## src/hw/rtl/dpt_pkg.sv

```systemverilog
// ---------------------------------------------------------------------------
// dpt_pkg
// Shared types and codes of the detection presence tracker.
// ---------------------------------------------------------------------------
package dpt_pkg;

  localparam int FIFO_DEPTH = 4;
  localparam int FIFO_PTR_W = $clog2(FIFO_DEPTH);
  localparam int FIFO_CNT_W = $clog2(FIFO_DEPTH + 1);

  typedef enum logic [1:0] {
    EV_DETECTED  = 2'd0,
    EV_CONFIRMED = 2'd1,
    EV_LOST      = 2'd2
  } event_kind_t;

  typedef enum logic [1:0] {
    REG_MIN_CONFIDENCE = 2'd0,
    REG_CLASS_MASK     = 2'd1,
    REG_CONFIRM_FRAMES = 2'd2,
    REG_LOST_FRAMES    = 2'd3
  } reg_index_t;

  typedef enum logic [3:0] {
    TRK_NONE      = 4'b0001,
    TRK_CANDIDATE = 4'b0010,
    TRK_CONFIRMED = 4'b0100,
    TRK_LOST      = 4'b1000
  } track_state_t;

  typedef struct packed {
    event_kind_t kind;
    logic [31:0] frame;
    logic [15:0] source;
    logic [15:0] confidence;
    logic [5:0]  class_id;
    logic        last;
  } event_t;

endpackage

```

## src/hw/rtl/detection_presence_tracker.sv

```systemverilog
// ---------------------------------------------------------------------------
// detection_presence_tracker
// Per-frame best detection filter feeding a presence state tracker.
// ---------------------------------------------------------------------------
// Usage:
//   Input channel (in_*): one request per detection or frame marker. A
//   request is taken when in_valid is high and in_stall is low. Each request
//   is handled in the cycle it is taken; one item per cycle while not stalled.
//   Output channel (out_*): events (detected, confirmed, lost). A frame end
//   gives zero, one or two events; out_last_event flags the final one.
//   Events are written into a four-entry queue and handed out from it.
//   in_stall rises when fewer than two queue entries are free, so a stalled
//   receiver backs up the input after a few events; the two events of a
//   frame are handed out one at a time.
//   Configuration (cfg_*): APB-style, 64-bit data, register i at 8*i.
//   Write only while idle. pready is always high.
//   Reset (rst_n low, synchronous) empties the queue, clears the tracker and
//   frame best, and restores the register defaults.
// ---------------------------------------------------------------------------
module detection_presence_tracker #(
  parameter int NUM_CLASSES = 64,
  parameter int COUNT_WIDTH = 16
) (
  input  logic        clk,
  input  logic        rst_n,
  input  logic        cfg_psel,
  input  logic        cfg_penable,
  input  logic        cfg_pwrite,
  input  logic [4:0]  cfg_paddr,
  input  logic [63:0] cfg_pwdata,
  output logic [63:0] cfg_prdata,
  output logic        cfg_pready,
  input  logic        in_valid,
  output logic        in_stall,
  input  logic        in_has_detection,
  input  logic [15:0] in_confidence,
  input  logic [5:0]  in_class_id,
  input  logic        in_frame_end,
  input  logic [31:0] in_frame_number,
  input  logic [15:0] in_source_number,
  output logic        out_valid,
  input  logic        out_stall,
  output logic [1:0]  out_event_kind,
  output logic [31:0] out_event_frame,
  output logic [15:0] out_event_source,
  output logic [15:0] out_event_confidence,
  output logic [5:0]  out_event_class,
  output logic        out_last_event
);

  localparam int CLS_IW = (NUM_CLASSES > 1) ? $clog2(NUM_CLASSES) : 1;
  localparam logic [COUNT_WIDTH-1:0] COUNT_MAX = '1;

  // configuration
  logic [15:0]            min_conf_r, confirm_r, lost_r;
  logic [NUM_CLASSES-1:0] mask_r;
  logic                   cfg_wr;
  dpt_pkg::reg_index_t    cfg_idx;

  assign cfg_wr     = cfg_psel && cfg_penable && cfg_pwrite;
  assign cfg_idx    = dpt_pkg::reg_index_t'(cfg_paddr[4:3]);
  assign cfg_pready = 1'b1;

  always_ff @(posedge clk) begin
    if (!rst_n) begin
      min_conf_r <= 16'd0;
      mask_r     <= '0;
      confirm_r  <= 16'd1;
      lost_r     <= 16'd1;
    end else if (cfg_wr) begin
      case (cfg_idx)
        dpt_pkg::REG_MIN_CONFIDENCE: min_conf_r <= cfg_pwdata[15:0];
        dpt_pkg::REG_CLASS_MASK:     mask_r     <= cfg_pwdata[NUM_CLASSES-1:0];
        dpt_pkg::REG_CONFIRM_FRAMES:
          confirm_r <= (cfg_pwdata[15:0] == 16'd0) ? 16'd1 : cfg_pwdata[15:0];
        dpt_pkg::REG_LOST_FRAMES:
          lost_r <= (cfg_pwdata[15:0] == 16'd0) ? 16'd1 : cfg_pwdata[15:0];
        default: ;
      endcase
    end
  end

  always_comb begin
    case (cfg_idx)
      dpt_pkg::REG_MIN_CONFIDENCE: cfg_prdata = {48'd0, min_conf_r};
      dpt_pkg::REG_CLASS_MASK:     cfg_prdata = 64'(mask_r);
      dpt_pkg::REG_CONFIRM_FRAMES: cfg_prdata = {48'd0, confirm_r};
      dpt_pkg::REG_LOST_FRAMES:    cfg_prdata = {48'd0, lost_r};
      default:                     cfg_prdata = 64'd0;
    endcase
  end

  // frame best
  logic        best_valid_r, best_valid_nxt;
  logic [15:0] best_conf_r, best_conf_nxt;
  logic [5:0]  best_cls_r, best_cls_nxt;
  logic        acc_in, cls_in_range, det_ok, take;
  logic        eff_valid;
  logic [15:0] eff_conf;
  logic [5:0]  eff_cls;

  assign acc_in       = in_valid && !in_stall;
  assign cls_in_range = (32'(in_class_id) < NUM_CLASSES);
  assign det_ok       = in_has_detection && (in_confidence >= min_conf_r) &&
                        ((mask_r == '0) ||
                         (cls_in_range && mask_r[in_class_id[CLS_IW-1:0]]));
  assign take         = det_ok && (!best_valid_r || (in_confidence > best_conf_r));
  assign eff_valid    = best_valid_r || take;
  assign eff_conf     = take ? in_confidence : best_conf_r;
  assign eff_cls      = take ? in_class_id : best_cls_r;

  // tracker
  dpt_pkg::track_state_t  st_r, st_nxt;
  logic [COUNT_WIDTH-1:0] seen_r, seen_nxt, miss_r, miss_nxt, seen_inc, miss_inc;
  logic [15:0]            held_conf_r, held_conf_nxt;
  logic [5:0]             held_cls_r, held_cls_nxt;
  logic                   ev_det, ev_conf, ev_lost;

  assign seen_inc = (seen_r == COUNT_MAX) ? seen_r : seen_r + 1'b1;
  assign miss_inc = (miss_r == COUNT_MAX) ? miss_r : miss_r + 1'b1;

  always_comb begin
    st_nxt         = st_r;
    seen_nxt       = seen_r;
    miss_nxt       = miss_r;
    held_conf_nxt  = held_conf_r;
    held_cls_nxt   = held_cls_r;
    best_valid_nxt = best_valid_r;
    best_conf_nxt  = best_conf_r;
    best_cls_nxt   = best_cls_r;
    ev_det         = 1'b0;
    ev_conf        = 1'b0;
    ev_lost        = 1'b0;
    if (acc_in) begin
      best_valid_nxt = eff_valid;
      best_conf_nxt  = eff_conf;
      best_cls_nxt   = eff_cls;
      if (in_frame_end) begin
        best_valid_nxt = 1'b0;
        best_conf_nxt  = 16'd0;
        best_cls_nxt   = 6'd0;
        if (eff_valid) begin
          held_conf_nxt = eff_conf;
          held_cls_nxt  = eff_cls;
          miss_nxt      = '0;
          seen_nxt      = seen_inc;
          if (st_r == dpt_pkg::TRK_NONE || st_r == dpt_pkg::TRK_LOST) begin
            seen_nxt = COUNT_WIDTH'(1);
            ev_det   = 1'b1;
            if (32'(confirm_r) <= 32'd1) begin
              st_nxt  = dpt_pkg::TRK_CONFIRMED;
              ev_conf = 1'b1;
            end else begin
              st_nxt = dpt_pkg::TRK_CANDIDATE;
            end
          end else if (st_r == dpt_pkg::TRK_CANDIDATE &&
                       32'(seen_inc) >= 32'(confirm_r)) begin
            st_nxt  = dpt_pkg::TRK_CONFIRMED;
            ev_conf = 1'b1;
          end
        end else begin
          seen_nxt = '0;
          case (st_r)
            dpt_pkg::TRK_CANDIDATE: begin
              st_nxt        = dpt_pkg::TRK_NONE;
              held_conf_nxt = 16'd0;
              held_cls_nxt  = 6'd0;
            end
            dpt_pkg::TRK_CONFIRMED: begin
              miss_nxt = miss_inc;
              if (32'(miss_inc) >= 32'(lost_r)) begin
                st_nxt  = dpt_pkg::TRK_LOST;
                ev_lost = 1'b1;
              end
            end
            dpt_pkg::TRK_LOST: begin
              st_nxt        = dpt_pkg::TRK_NONE;
              miss_nxt      = '0;
              held_conf_nxt = 16'd0;
              held_cls_nxt  = 6'd0;
            end
            default: ;
          endcase
        end
      end
    end
  end

  always_ff @(posedge clk) begin
    if (!rst_n) begin
      st_r         <= dpt_pkg::TRK_NONE;
      seen_r       <= '0;
      miss_r       <= '0;
      held_conf_r  <= 16'd0;
      held_cls_r   <= 6'd0;
      best_valid_r <= 1'b0;
      best_conf_r  <= 16'd0;
      best_cls_r   <= 6'd0;
    end else begin
      st_r         <= st_nxt;
      seen_r       <= seen_nxt;
      miss_r       <= miss_nxt;
      held_conf_r  <= held_conf_nxt;
      held_cls_r   <= held_cls_nxt;
      best_valid_r <= best_valid_nxt;
      best_conf_r  <= best_conf_nxt;
      best_cls_r   <= best_cls_nxt;
    end
  end

  // event assembly
  dpt_pkg::event_t ev0, ev1, head;
  logic [1:0]      ev_cnt;
  logic [dpt_pkg::FIFO_CNT_W-1:0] q_cnt;

  always_comb begin
    ev_cnt          = 2'(ev_det) + 2'(ev_conf) + 2'(ev_lost);
    ev0.kind        = ev_det ? dpt_pkg::EV_DETECTED :
                      (ev_conf ? dpt_pkg::EV_CONFIRMED : dpt_pkg::EV_LOST);
    ev0.frame       = in_frame_number;
    ev0.source      = in_source_number;
    ev0.confidence  = held_conf_nxt;
    ev0.class_id    = held_cls_nxt;
    ev0.last        = (ev_cnt == 2'd1);
    ev1             = ev0;
    ev1.kind        = dpt_pkg::EV_CONFIRMED;
    ev1.last        = 1'b1;
  end

  dpt_event_fifo u_fifo (
    .clk       (clk),
    .rst_n     (rst_n),
    .wr_cnt    (ev_cnt),
    .wr_ev0    (ev0),
    .wr_ev1    (ev1),
    .rd        (!out_stall),
    .head      (head),
    .not_empty (out_valid),
    .count     (q_cnt)
  );

  assign in_stall             = (32'(q_cnt) > dpt_pkg::FIFO_DEPTH - 2);
  assign out_event_kind       = head.kind;
  assign out_event_frame      = head.frame;
  assign out_event_source     = head.source;
  assign out_event_confidence = head.confidence;
  assign out_event_class      = head.class_id;
  assign out_last_event       = head.last;

endmodule

```

## src/hw/rtl/dpt_event_fifo.sv

```systemverilog
// ---------------------------------------------------------------------------
// dpt_event_fifo
// Small event queue: takes zero, one or two events per cycle, hands out one.
// ---------------------------------------------------------------------------
module dpt_event_fifo (
  input  logic                             clk,
  input  logic                             rst_n,
  input  logic [1:0]                       wr_cnt,
  input  dpt_pkg::event_t                  wr_ev0,
  input  dpt_pkg::event_t                  wr_ev1,
  input  logic                             rd,
  output dpt_pkg::event_t                  head,
  output logic                             not_empty,
  output logic [dpt_pkg::FIFO_CNT_W-1:0]   count
);

  dpt_pkg::event_t                   mem_r [dpt_pkg::FIFO_DEPTH];
  logic [dpt_pkg::FIFO_PTR_W-1:0]    wp_r, wp_nxt, rp_r, rp_nxt, wp1;
  logic [dpt_pkg::FIFO_CNT_W-1:0]    cnt_r, cnt_nxt;
  logic                              do_rd;

  assign do_rd     = rd && (cnt_r != '0);
  assign wp1       = wp_r + 1'b1;
  assign head      = mem_r[rp_r];
  assign not_empty = (cnt_r != '0);
  assign count     = cnt_r;

  always_comb begin
    wp_nxt  = wp_r + dpt_pkg::FIFO_PTR_W'(wr_cnt);
    rp_nxt  = do_rd ? rp_r + 1'b1 : rp_r;
    cnt_nxt = cnt_r + dpt_pkg::FIFO_CNT_W'(wr_cnt) - dpt_pkg::FIFO_CNT_W'(do_rd);
  end

  always_ff @(posedge clk) begin
    if (!rst_n) begin
      wp_r  <= '0;
      rp_r  <= '0;
      cnt_r <= '0;
    end else begin
      wp_r  <= wp_nxt;
      rp_r  <= rp_nxt;
      cnt_r <= cnt_nxt;
    end
  end

  always_ff @(posedge clk) begin
    if (wr_cnt != 2'd0) begin
      mem_r[wp_r] <= wr_ev0;
    end
    if (wr_cnt == 2'd2) begin
      mem_r[wp1] <= wr_ev1;
    end
  end

endmodule

```

## config.mk

```make
export PLATFORM = sky130hd
export DESIGN_NAME = detection_presence_tracker
export DESIGN_NICKNAME = d
export VERILOG_FILES = /design/src/hw/rtl/dpt_pkg.sv /design/src/hw/rtl/detection_presence_tracker.sv /design/src/hw/rtl/dpt_event_fifo.sv
export SDC_FILE = /design/constraint.sdc
export NUM_CORES = 1
export LEC_CHECK = 0
export BUFFER_PORTS_ARGS = -buffer_cell sky130_fd_sc_hd__buf_4
export CAP_MARGIN = 20
export CORE_MARGIN = 1.5
export CORE_UTILIZATION = 53
export CTS_CLUSTER_DIAMETER = 200
export DETAILED_ROUTE_END_ITERATION = 8
export GPL_ROUTABILITY_DRIVEN = 1
export HOLD_SLACK_MARGIN = 0.15
export PLACE_DENSITY_LB_ADDON = 0.3
export SLEW_MARGIN = 5
export SYNTH_ARGS = -nofsm -noshare
export SYNTH_HDL_FRONTEND = slang
export SYNTH_SLANG_ARGS = --single-unit
```

## constraint.sdc

```tcl
create_clock -name clk -period 6.7 [get_ports clk]
set_input_delay 0.335 -clock clk [delete_from_list [all_inputs] [get_ports clk]]
set_output_delay 0.335 -clock clk [all_outputs]
set_load 0.01 [all_outputs]
```

==> results_dict.tcl, run 1 <==
set metrics [dict create \
    grt_usage_pct 26.37 \
    setup_violations 0 \
    layout-drive-gt1-share_pct 21.95 \
    die_area_um2 47280 \
    wl_per_cell_um 20.01 \
    leakage_nw 10.82 \
    antenna_found_initial 2 \
    arrival_ns 6.63 \
    dp.cells 2922 \
    endpoint_kind "flop" \
    clk_latency_ns 0.61 \
    clkTransAtPathRegs_ns 0.06 \
    synth_cells 2148 \
    nFillCells 3350 \
    power_frac_clock_pct 38.4 \
    area_delta_synth_final_pct 23.00 \
    final_antenna_net_count 0 \
    dp_hpwl_um 40150 \
    final_common_cell "buf_4" \
    cp.required_ns 7.14 \
    clockBufferDepth 3 \
    p_sw_share_pct 25.89 \
    crit_path_top_delay_cell "fa_1" \
    internal-power_w 0.005852 \
    synthesis.nets 2368 \
    slowest_delay_ns 0.73 \
    slew_violations 0 \
    hold_violations 0 \
    syn_area_per_cell_um2 11.35 \
    post_cts_buffers 0 \
    instances_no_fill 3134 \
    drtIter0Drc 1542 \
    tritoncts "done" \
    synthFlopType "edfxtp_1" \
    dr.pass1.iters 5 \
    die_h_um 217.5 \
    clkSinkCount 494 \
    status "completed" \
    final_nets 2710 \
    vias 18420 \
    io_pins 288 \
    ctsResizeCount 0 \
    syn_area_um2 24370 \
    cts_made_buffers 51 \
    holdWs_ns 0.1792 \
    viasPerCell 5.877 \
    async_flop_share_pct 0 \
    p_per_area_nw_per_um2 263.4 \
    fmax_ghz 0.1616 \
    worstSetupPathType "flop to flop" \
    regArea_um2 12700 \
    cts-hold-fix-buffers 115 \
    finish.utilization_pct 66.07 \
    start_util_pct 53.71 \
    path_max_fanout 22 \
    ys.warnings.count 0 \
    power_w 0.007896 \
    ys_seq_area_share_pct 52.07 \
    route.detailed.drc 0 \
    h-tree-depth 2 \
    drv_cap 0 \
    period_share_pct 92.33 \
    numPortBuffers 283 \
    grt_remaining_overflow 0 \
    synth_edf_count 280 \
    critPathLaunchType "flop" \
    synth_cell_types 71 \
    fin_skew_ns 0.02271 \
    wl_um 62720 \
    min_path_type "primary input to flop" \
    rsz0062_at_grt "no" \
    cts_root_buf "clkbuf_16" \
    power_switching_w 0.002044 \
    crit_chain "and4_1, nand4_1, nor2_1, nand3_1, o21ai_0, nor2_1, xnor2_1, ha_1, nand4_1, a211oi_1, a221o_1, a21boi_0, or2_2, a211oi_1, fa_1, nand2b_1, a21oi_4, a21boi_2, buf_4, o2bb2ai_1" \
    grt_pass1_vias 18050 \
    layout_min_cycle_time_ns 6.186 \
    grt_pass1_wl_um 98210 \
    multiInputGateArea_um2 10820 \
    grt_max_degree 91 \
    die_x_um 217.5 \
    tightestPinTransition_ns 1.048 \
    slew_headroom_pct 29.91 \
    yosys_register_bits 494 \
    gp_congestion 0.9059 \
    num_rows 78 \
    ir_worst_vdd_mv 0.3639 \
    fin_tns_setup_ns 0 \
    final_cell_mix "buf_4, nand2_1, edfxtp_1, and2_1, dfxtp_1" \
    core_area_um2 45380 \
    p_seq_share_pct 43.2 \
    power_frac_comb_pct 18.5 \
]
==> cell type report <==
class / count / area share (%)
inverter: 85 / 1.068
clock inverter: 34 / 1.561
clock buffer: 62 / 4.428
multi-input combinational: 1432 / 36.10
sequential: 494 / 42.36
tap: 600 / 2.504
timing repair buffer: 426 / 11.97
antenna: 1 / 0.008347
==> kinds of logic (layout without fill, tap and decap cells) <==
| kind of cell | count (synthesis) | count (layout) | synth area share, % |
|---|---|---|---|
| fa+ha+maj | 72 | 72 | 3.758 |
| mux | 160 | 160 | 12.04 |
| other cells | 1 | 2 | 0.01538 |
| flops | 494 | 494 | 52.07 |
| compound gates | 421 | 421 | 11.97 |
| xor+xnor | 21 | 21 | 0.7546 |
| buf+inv | 222 | 607 | 3.711 |
| simple gates | 757 | 757 | 15.68 |
==> per-stage QoR <==
| stage | worst slack, ns | cell area [um2] |
|---|---|---|
| after floorplan | 0.5839 | 24380 |
| after global placement | 0.8519 | 26960 |
| after detailed placement | 0.6971 | 27030 |
| after CTS | 0.6371 | 29980 |
| after global routing | 0.1157 | 29980 |
| final | 0.5136 | 29980 |
==> cell usage after synthesis (all sizes together) (6+ instances only) <==
master   instances  share of area, %
and2           253               6.5
dfxtp          214                18
nor3            19              0.39
xnor2           14              0.50
clkbuf          90               1.4
inv             85               1.3
nand3           34              0.75
buf             47               1.0
xor2             7              0.25
ha              70               3.6
nand2b           6              0.15
o21ai           48               1.0
a21o            17              0.52
nor4            32              0.85
mux2i           31               1.3
mux4           104               9.6
and3             8              0.21
or2              9              0.23
a22o             9              0.32
o31ai            6              0.18
nand4           15              0.38
nand2          302               4.7
a211oi           6              0.18
edfxtp         280                34
nor2            58              0.90
a21boi           7              0.28
mux2            25               1.2
a31oi            9              0.26
o2bb2ai         88               3.2
a22oi           10              0.31
a32o            22              0.90
a21oi          158               3.3
==> critical path, delay by kind of cell, from the launching register on <==
kind,cells,cell delay [ns]
DFF,1,0.46
adders and majority gates,2,1.05
AOI/OAI and AO/OA,8,2.01
and+or+nand+nor,8,1.99
xor gates and xnor gates,1,0.17
buffers and inverters,1,0.33
==> layer usage <==
| layer | wire length (um) | global-route usage, % |
|---|---|---|
| met5 | 17 | 0 |
| met4 | 1655 | 8.079 |
| met3 | 4880 | 5.119 |
| met2 | 30260 | 43.72 |
| met1 | 25900 | 35.08 |
==> sequential cells by signal, indices dropped and copies added, names as in the netlist, 2 cells and up, named ones only <==
register      cells
u_fifo.rp_r       2
lost_r           16
mask_r           64
u_fifo.count      3
miss_r           16
held_cls_r        6
confirm_r        16
held_conf_r      16
best_cls_r        6
st_r              4
u_fifo.wp_r       2
u_fifo.mem_r    292
seen_r           16
min_conf_r       16
best_conf_r      16
==> path summary, 6_finish.rpt <==
kind	from	to	slack [ns]	cells past startpoint
max	seen_r[3]	u_fifo.mem_r[1][11]	0.51	20
max reg2reg	seen_r[3]	u_fifo.mem_r[1][11]	0.51	20
min	in_confidence[0]	held_conf_r[0]	0.18	3
min reg2reg	best_cls_r[1]	best_cls_r[1]	0.47	2
==> power groups by stage <==
stage	registers (W)	clock network (W)	logic [W]
floorplan	0.00339	0	0.000912
global placement	0.00347	0	0.00138
detailed placement	0.00348	0	0.00141
CTS	0.00341	0.00306	0.00147
global route	0.00343	0.00318	0.00156
finish	0.00341	0.00303	0.00146
Note: power is estimated with default switching activity, not from simulation.
==> run 2, diff against run 1 <==
--- a/config.mk
+++ b/config.mk
@@ -7,8 +7,9 @@
 export LEC_CHECK = 0
 export BUFFER_PORTS_ARGS = -buffer_cell sky130_fd_sc_hd__buf_4
 export CAP_MARGIN = 20
+export CORE_ASPECT_RATIO = 1.75
 export CORE_MARGIN = 1.5
-export CORE_UTILIZATION = 53
+export CORE_UTILIZATION = 40
 export CTS_CLUSTER_DIAMETER = 200
 export DETAILED_ROUTE_END_ITERATION = 8
 export GPL_ROUTABILITY_DRIVEN = 1
@@ -18,3 +19,4 @@
 export SYNTH_ARGS = -nofsm -noshare
 export SYNTH_HDL_FRONTEND = slang
 export SYNTH_SLANG_ARGS = --single-unit
+export TNS_END_PERCENT = 30
==> run 2 against run 1 <==
Clock skew decreased by 0.0087 ns. Worst setup slack improved by 0.052 ns. Non-clock buffer count fell by 3. Sequential power is essentially flat. Routed wire length rose by 8.3%. Cell count grew 5.5%. Sequential share of layout area about the same. Register-to-register slack better by 0.05 ns. Hold slack gained 0.0029 ns. Clock power fell by 6.9%. Cell area about the same. Flip-flop and latch count did not move. Critical endpoint is now u_fifo.mem_r[3][4].
==> results_dict.tcl, run 2 (synthesis gave the netlist of run 1 again) <==
set metrics [dict create \
    holdWs_ns 0.1821 \
    cts_made_buffers 48 \
    met3_usage_pct 3.622 \
    hold_violations 0 \
    start_util_pct 40.52 \
    drtIter0Drc 1047 \
    clockBufferDepth 3 \
    setup_violations 0 \
    drv_cap 0 \
    h-tree-depth 2 \
    num_rows 119 \
    wl_um 67950 \
    clkSinkCount 494 \
    cts_root_buf "clkbuf_16" \
    fmax_ghz 0.1630 \
    reg.largest.list "u_fifo.mem_r x292, mask_r x64" \
    critPathLaunchType "flop" \
    slew_violations 0 \
    global_route.usage.met1_pct 23.49 \
    layout-drive-gt1-share_pct 21.63 \
    clk_latency_ns 0.59 \
    arrival_ns 6.55 \
    final_cell_mix "buf_4, nand2_1, edfxtp_1, and2_1, dfxtp_1" \
    busiest_layer "met2" \
    dp_hpwl_um 45850 \
    wl_per_cell_um 20.55 \
    instances_no_fill 3306 \
    grt_max_degree 120 \
    layout_min_cycle_time_ns 6.135 \
    final_antenna_net_count 0 \
    r2r-start "seen_r[4]" \
    status "completed" \
    period_share_pct 91.56 \
    power_w 0.007705 \
    fin_skew_ns 0.01397 \
    dp.cells 3106 \
    largest_reg_flops 292 \
    min_path_type "primary input to flop" \
    finish.utilization_pct 49.84 \
    final_common_cell "buf_4" \
    postLayoutCellArea_um2 29980 \
    area_delta_synth_final_pct 22.99 \
    regToRegSetupSlack_ns 0.57 \
    p_per_area_nw_per_um2 257.0 \
    slew_headroom_pct 24.68 \
    tightestPinTransition_ns 1.129 \
    crit_end "u_fifo.mem_r[3][4]" \
    numPortBuffers 283 \
    r2r_end "u_fifo.mem_r[3][4]" \
    die_h_um 329.6 \
    viasPerCell 5.523 \
    setup.worst_path.start "seen_r[4]" \
    cp.required_ns 7.12 \
    post_cts_buffers 0 \
    grt_pass1_wl_um 104800 \
    antenna_found_initial 1 \
    grt_remaining_overflow 0 \
    io_pins 288 \
    gp_congestion 0.8628 \
    use_met2_pct 40.71 \
    final_nets 2704 \
    die_area_um2 62490 \
    tritoncts "done" \
    leakage_nw 10.71 \
    r2r_cells 20 \
    largest_register "u_fifo.mem_r" \
    core_area_um2 60150 \
    ir_worst_vdd_mv 0.1898 \
    clkTransAtPathRegs_ns 0.06 \
    grt_usage_pct 21.60 \
    worstSetupPathType "flop to flop" \
    grt_pass1_vias 18960 \
    diodes 0 \
    route.detailed.drc 0 \
    rsz0062_at_grt "no" \
    dr.pass1.iters 5 \
    vias 18260 \
    endpoint_kind "flop" \
    die_x_um 189.6 \
    path_max_fanout 22 \
    postPlaceCellArea_um2 27220 \
]
[run 2: cell types whose count changed in the layout (fill, tap and decap cells not counted), sizes merged]
| cell | delta |
|---|---|
| buf | -2 |
| bufinv | -4 |
| clkbuf | +4 |
| clkinv | -6 |
| clkinvlp | -2 |
| diode | -1 |
| dlygate4sd3 | -1 |
| inv | -2 |
[run 2: cell type report]
cell class              instances  area [um2]
well taps                     786       983.4
multi-input cells            1432       10830
clock buffers                  66        1360
repair buffers                423        3536
flip-flops and latches        494       12700
clock inverters                20       251.5
inverters                      85       321.6
fillers                      5295       30170
[run 2: metrics by stage]
step	TNS [ns]	setup WS, ns
after global routing	0	0.06049
after CTS	0	0.5551
after floorplan	-63.55	-0.4041
final	0	0.5655
after detailed placement	0	0.5785
after global placement	0	0.7298
[run 2: where the power goes]
group	internal, W	leakage [nW]	switching [W]
registers	0.00329	4.15	0.000121
clock network	0.00165	0.784	0.00118
logic	0.000745	5.77	0.000727
total	0.00568	10.7	0.00202
[run 2: worst min-delay path by stage]
stage | start | end | depth (start not counted)
detailed placement | u_fifo.mem_r[3][71] | u_fifo.mem_r[3][71] | 1
finish | in_confidence[15] | held_conf_r[15] | 3
CTS | in_confidence[5] | held_conf_r[5] | 3
global placement | best_cls_r[1] | best_cls_r[1] | 2
floorplan | best_cls_r[1] | best_cls_r[1] | 2
global route | in_confidence[6] | held_conf_r[6] | 3
[run 2: critical path, stage by stage (launching register included)]
cell and delay, ns:
dfxtp_1 0.45, and4_1 0.30, nand4_1 0.20, nor2_1 0.27, nand3_1 0.16, o21ai_0 0.33
nor2_1 0.14, xnor2_1 0.16, ha_1 0.33, nand4_1 0.14, a211oi_1 0.27, a221o_1 0.22
a21boi_0 0.14, or2_2 0.37, a211oi_1 0.41, fa_2 0.65, nand2b_1 0.40, a21oi_4 0.29
a21boi_2 0.19, buf_4 0.36, o2bb2ai_1 0.18
[run 2: repair_timing]
item,in CTS,in global routing
endpoints found under the setup margin,0,4
hold buffers,114,0
gates resized for setup,0,1
endpoints found under the hold margin,306,0
[run 2: layer usage]
layer / wire length [um] / share of wire (%)
met1: 25000 / 37
met2: 36100 / 53
met3: 3996 / 5.9
met4: 2841 / 4.2
met5: 13 / 0.019
==> run 3, diff against run 2 <==
--- a/config.mk
+++ b/config.mk
@@ -13,10 +13,12 @@
 export CTS_CLUSTER_DIAMETER = 200
 export DETAILED_ROUTE_END_ITERATION = 8
 export GPL_ROUTABILITY_DRIVEN = 1
+export GPL_TIMING_DRIVEN = 0
 export HOLD_SLACK_MARGIN = 0.15
 export PLACE_DENSITY_LB_ADDON = 0.3
 export SLEW_MARGIN = 5
 export SYNTH_ARGS = -nofsm -noshare
 export SYNTH_HDL_FRONTEND = slang
+export SYNTH_HIERARCHICAL = 1
 export SYNTH_SLANG_ARGS = --single-unit
 export TNS_END_PERCENT = 30
==> run 3 against run 2 <==
Combinational power fell by 5%. Count of clock-buffer cells in the layout is 9 lower. Global-route usage is 0.78 points higher. Hold slack improved by 0.033 ns. Clock skew up 0.0039 ns. Critical endpoint is now u_fifo/mem_r[2][36]. Sequential share of layout area is 2.8 points lower.
==> results_dict.tcl, run 3 <==
set metrics [dict create \
    syn_area_um2 25840 \
    grt_pass1_vias 19320 \
    num_rows 123 \
    critPathLaunchType "flop" \
    gp_congestion 0.9592 \
    grt_pass1_wl_um 112700 \
    wl_um 75060 \
    slew_headroom_pct 31.40 \
    async_flop_share_pct 0 \
    route.detailed.drc 0 \
    regToRegSetupSlack_ns 0.39 \
    clkSinkCount 494 \
    reg.largest.list "u_fifo/mem_r x292, mask_r x64" \
    worstSetupPathType "flop to flop" \
    drtIter0Drc 1095 \
    start_util_pct 40.37 \
    arrival_ns 6.60 \
    wl_per_cell_um 21.80 \
    postLayoutCellArea_um2 32390 \
    tritoncts "done" \
    pre_cts_ws_ns 0.1484 \
    layout-drive-gt1-share_pct 29.20 \
    synthTopCellsByArea "edfxtp_1, dfxtp_1, mux4_2, mux2_2, nand2_1" \
    leakage_nw 11.82 \
    viasPerCell 5.388 \
    power_w 0.007533 \
    postPlaceCellArea_um2 29400 \
    synth_cells 2097 \
    synth_top_area_cell "edfxtp_1" \
    grt_usage_pct 22.38 \
    synth_commonest_cells "nand2_1, edfxtp_1, dfxtp_1" \
    largest_reg_flops 292 \
    dp_hpwl_um 55580 \
    fmax_ghz 0.1586 \
    p_per_area_nw_per_um2 232.6 \
    instances_no_fill 3443 \
    clkTransAtPathRegs_ns 0.07 \
    vias 18550 \
    period_share_pct 94.13 \
    cts_root_buf "clkbuf_16" \
    final_common_cell "nand2_1" \
    dr.pass1.iters 5 \
    status "completed" \
    synth_cell_types 71 \
    clockBufferDepth 3 \
    syn_area_per_cell_um2 12.32 \
    largest_register "u_fifo/mem_r" \
    cts_made_buffers 48 \
    ir_worst_vdd_mv 0.1758 \
    core_area_um2 64020 \
    dp.cells 3217 \
    ys.warnings.count 6 \
    hold_violations 0 \
    slew_violations 0 \
    fin_skew_ns 0.01786 \
    grt_remaining_overflow 0 \
    setup_violations 0 \
    final_cell_mix "nand2_1, buf_4, edfxtp_1, dfxtp_1, mux2_2" \
    cp.required_ns 7.00 \
    layout_min_cycle_time_ns 6.306 \
    antenna_found_initial 4 \
    timing.final.ws_setup_ns 0.3936 \
    tightestPinTransition_ns 1.018 \
    io_pins 288 \
    drv_cap 0 \
    yosysMostFrequentCell "nand2_1" \
    grt_max_degree 25 \
    finish.utilization_pct 50.59 \
    synth_edf_count 292 \
    ys_seq_area_share_pct 49.57 \
    clk_latency_ns 0.61 \
    die_area_um2 66210 \
    synth_top_cell_area_share_pct 33.93 \
    numPortBuffers 282 \
    path_max_fanout 20 \
    die_x_um 195.2 \
    synthFlopType "edfxtp_1" \
    die_h_um 339.3 \
    h-tree-depth 2 \
    final_nets 2810 \
    endpoint_kind "flop" \
    rsz0062_at_grt "no" \
    min_path_type "primary input to flop" \
    area_delta_synth_final_pct 25.33 \
    final_antenna_net_count 0 \
    yosys_register_bits 494 \
]
run 3: changes by cell type in the layout (fill, tap and decap cells not counted), sizes merged, moves of 11 or more:
| cell | before | now |
|---|---|---|
| and2 | 253 | 60 |
| conb | 1 | 13 |
| dfxtp | 214 | 202 |
| dlygate4sd3 | 114 | 132 |
| buf | 309 | 364 |
| edfxtp | 280 | 292 |
| mux2 | 25 | 293 |
| a21oi | 158 | 143 |
| o2bb2ai | 88 | 22 |
| o21ai | 48 | 61 |
| clkbuf | 66 | 121 |
| nor2 | 58 | 47 |
run 3: cell type report:
class | count | area [um2]
clock buffer | 57 | 1265
clock inverter | 30 | 342.8
antenna | 4 | 10.01
inverter | 89 | 334.1
buffer | 128 | 764.5
tap | 812 | 1016
fill | 5666 | 31630
sequential | 494 | 12810
multi-input combinational | 1397 | 12030
timing repair buffer | 432 | 3816
run 3: where the power goes:
group          switching, W  total [W]  internal (W)
clock               0.00121    0.00283       0.00162
combinational      0.000686    0.00140      0.000710
sequential        0.0000368    0.00331       0.00327
total               0.00193    0.00753       0.00560
run 3: what timing repair did:
item / in CTS / in global routing
buffers inserted: 0 / 2
hold endpoints to repair: 350 / 0
hold buffers: 132 / 0
endpoints found under the setup margin: 0 / 225
resized for setup: 0 / 2
run 3: cell families (layout without fill, tap and decap cells):
| logic type | Yosys count | in the layout | share of synthesized area (%) |
|---|---|---|---|
| AOI/OAI and AO/OA | 319 | 319 | 7.862 |
| muxes | 433 | 433 | 24.12 |
| other | 2 | 17 | 0.02906 |
| adders and majority gates | 72 | 72 | 3.515 |
| xor gates and xnor gates | 27 | 27 | 1.021 |
| buffers and inverters | 217 | 736 | 4.251 |
| and+or+nand+nor | 533 | 533 | 9.629 |
| DFF | 494 | 494 | 49.57 |
run 3: final timing paths:
| check | startpoint | end | cells past startpoint |
|---|---|---|---|
| max | miss_r[3] | u_fifo/mem_r[2][36] | 23 |
| min | out_stall | u_fifo/rp_r[1] | 4 |
| max reg2reg | miss_r[3] | u_fifo/mem_r[2][36] | 23 |
| min reg2reg | held_conf_r[5] | held_conf_r[5] | 1 |
run 3: stage by stage:
step	hold WS, ns	setup TNS, ns
6_report	0.2146	0
5_1_grt	0.1957	0
4_1_cts	0.1668	0
3_5_place_dp	0.4463	0
3_3_place_gp	0.4436	-1053.58
2_1_floorplan	0.4322	-145.10
run 3: metal layers:
metal  up-vias  wire length (um)  global-route usage (%)
met5         -                13                       0
met4         2              3611                   10.43
met3       172              4468                   3.964
met2       648             40130                   42.31
met1      8913             26830                   23.81
li1       8817                 -                       -
run 3: worst max-delay path, cell delays in order (launching register included):
cell      delay, ns
dfxtp_1        0.31
clkbuf_1       0.27
and4_1         0.33
and4_1         0.25
and4_1         0.27
nand4_1        0.43
nand2b_4       0.26
nor2_1         0.10
xor2_1         0.15
ha_1           0.30
a21o_1         0.18
a21o_1         0.16
a21oi_1        0.16
o21ai_0        0.09
a21oi_1        0.33
nor4_1         0.13
ha_1           0.35
xor2_2         0.26
and4bb_1       0.38
buf_6          0.20
buf_6          0.21
o21bai_4       0.38
buf_16         0.25
buf_12         0.20
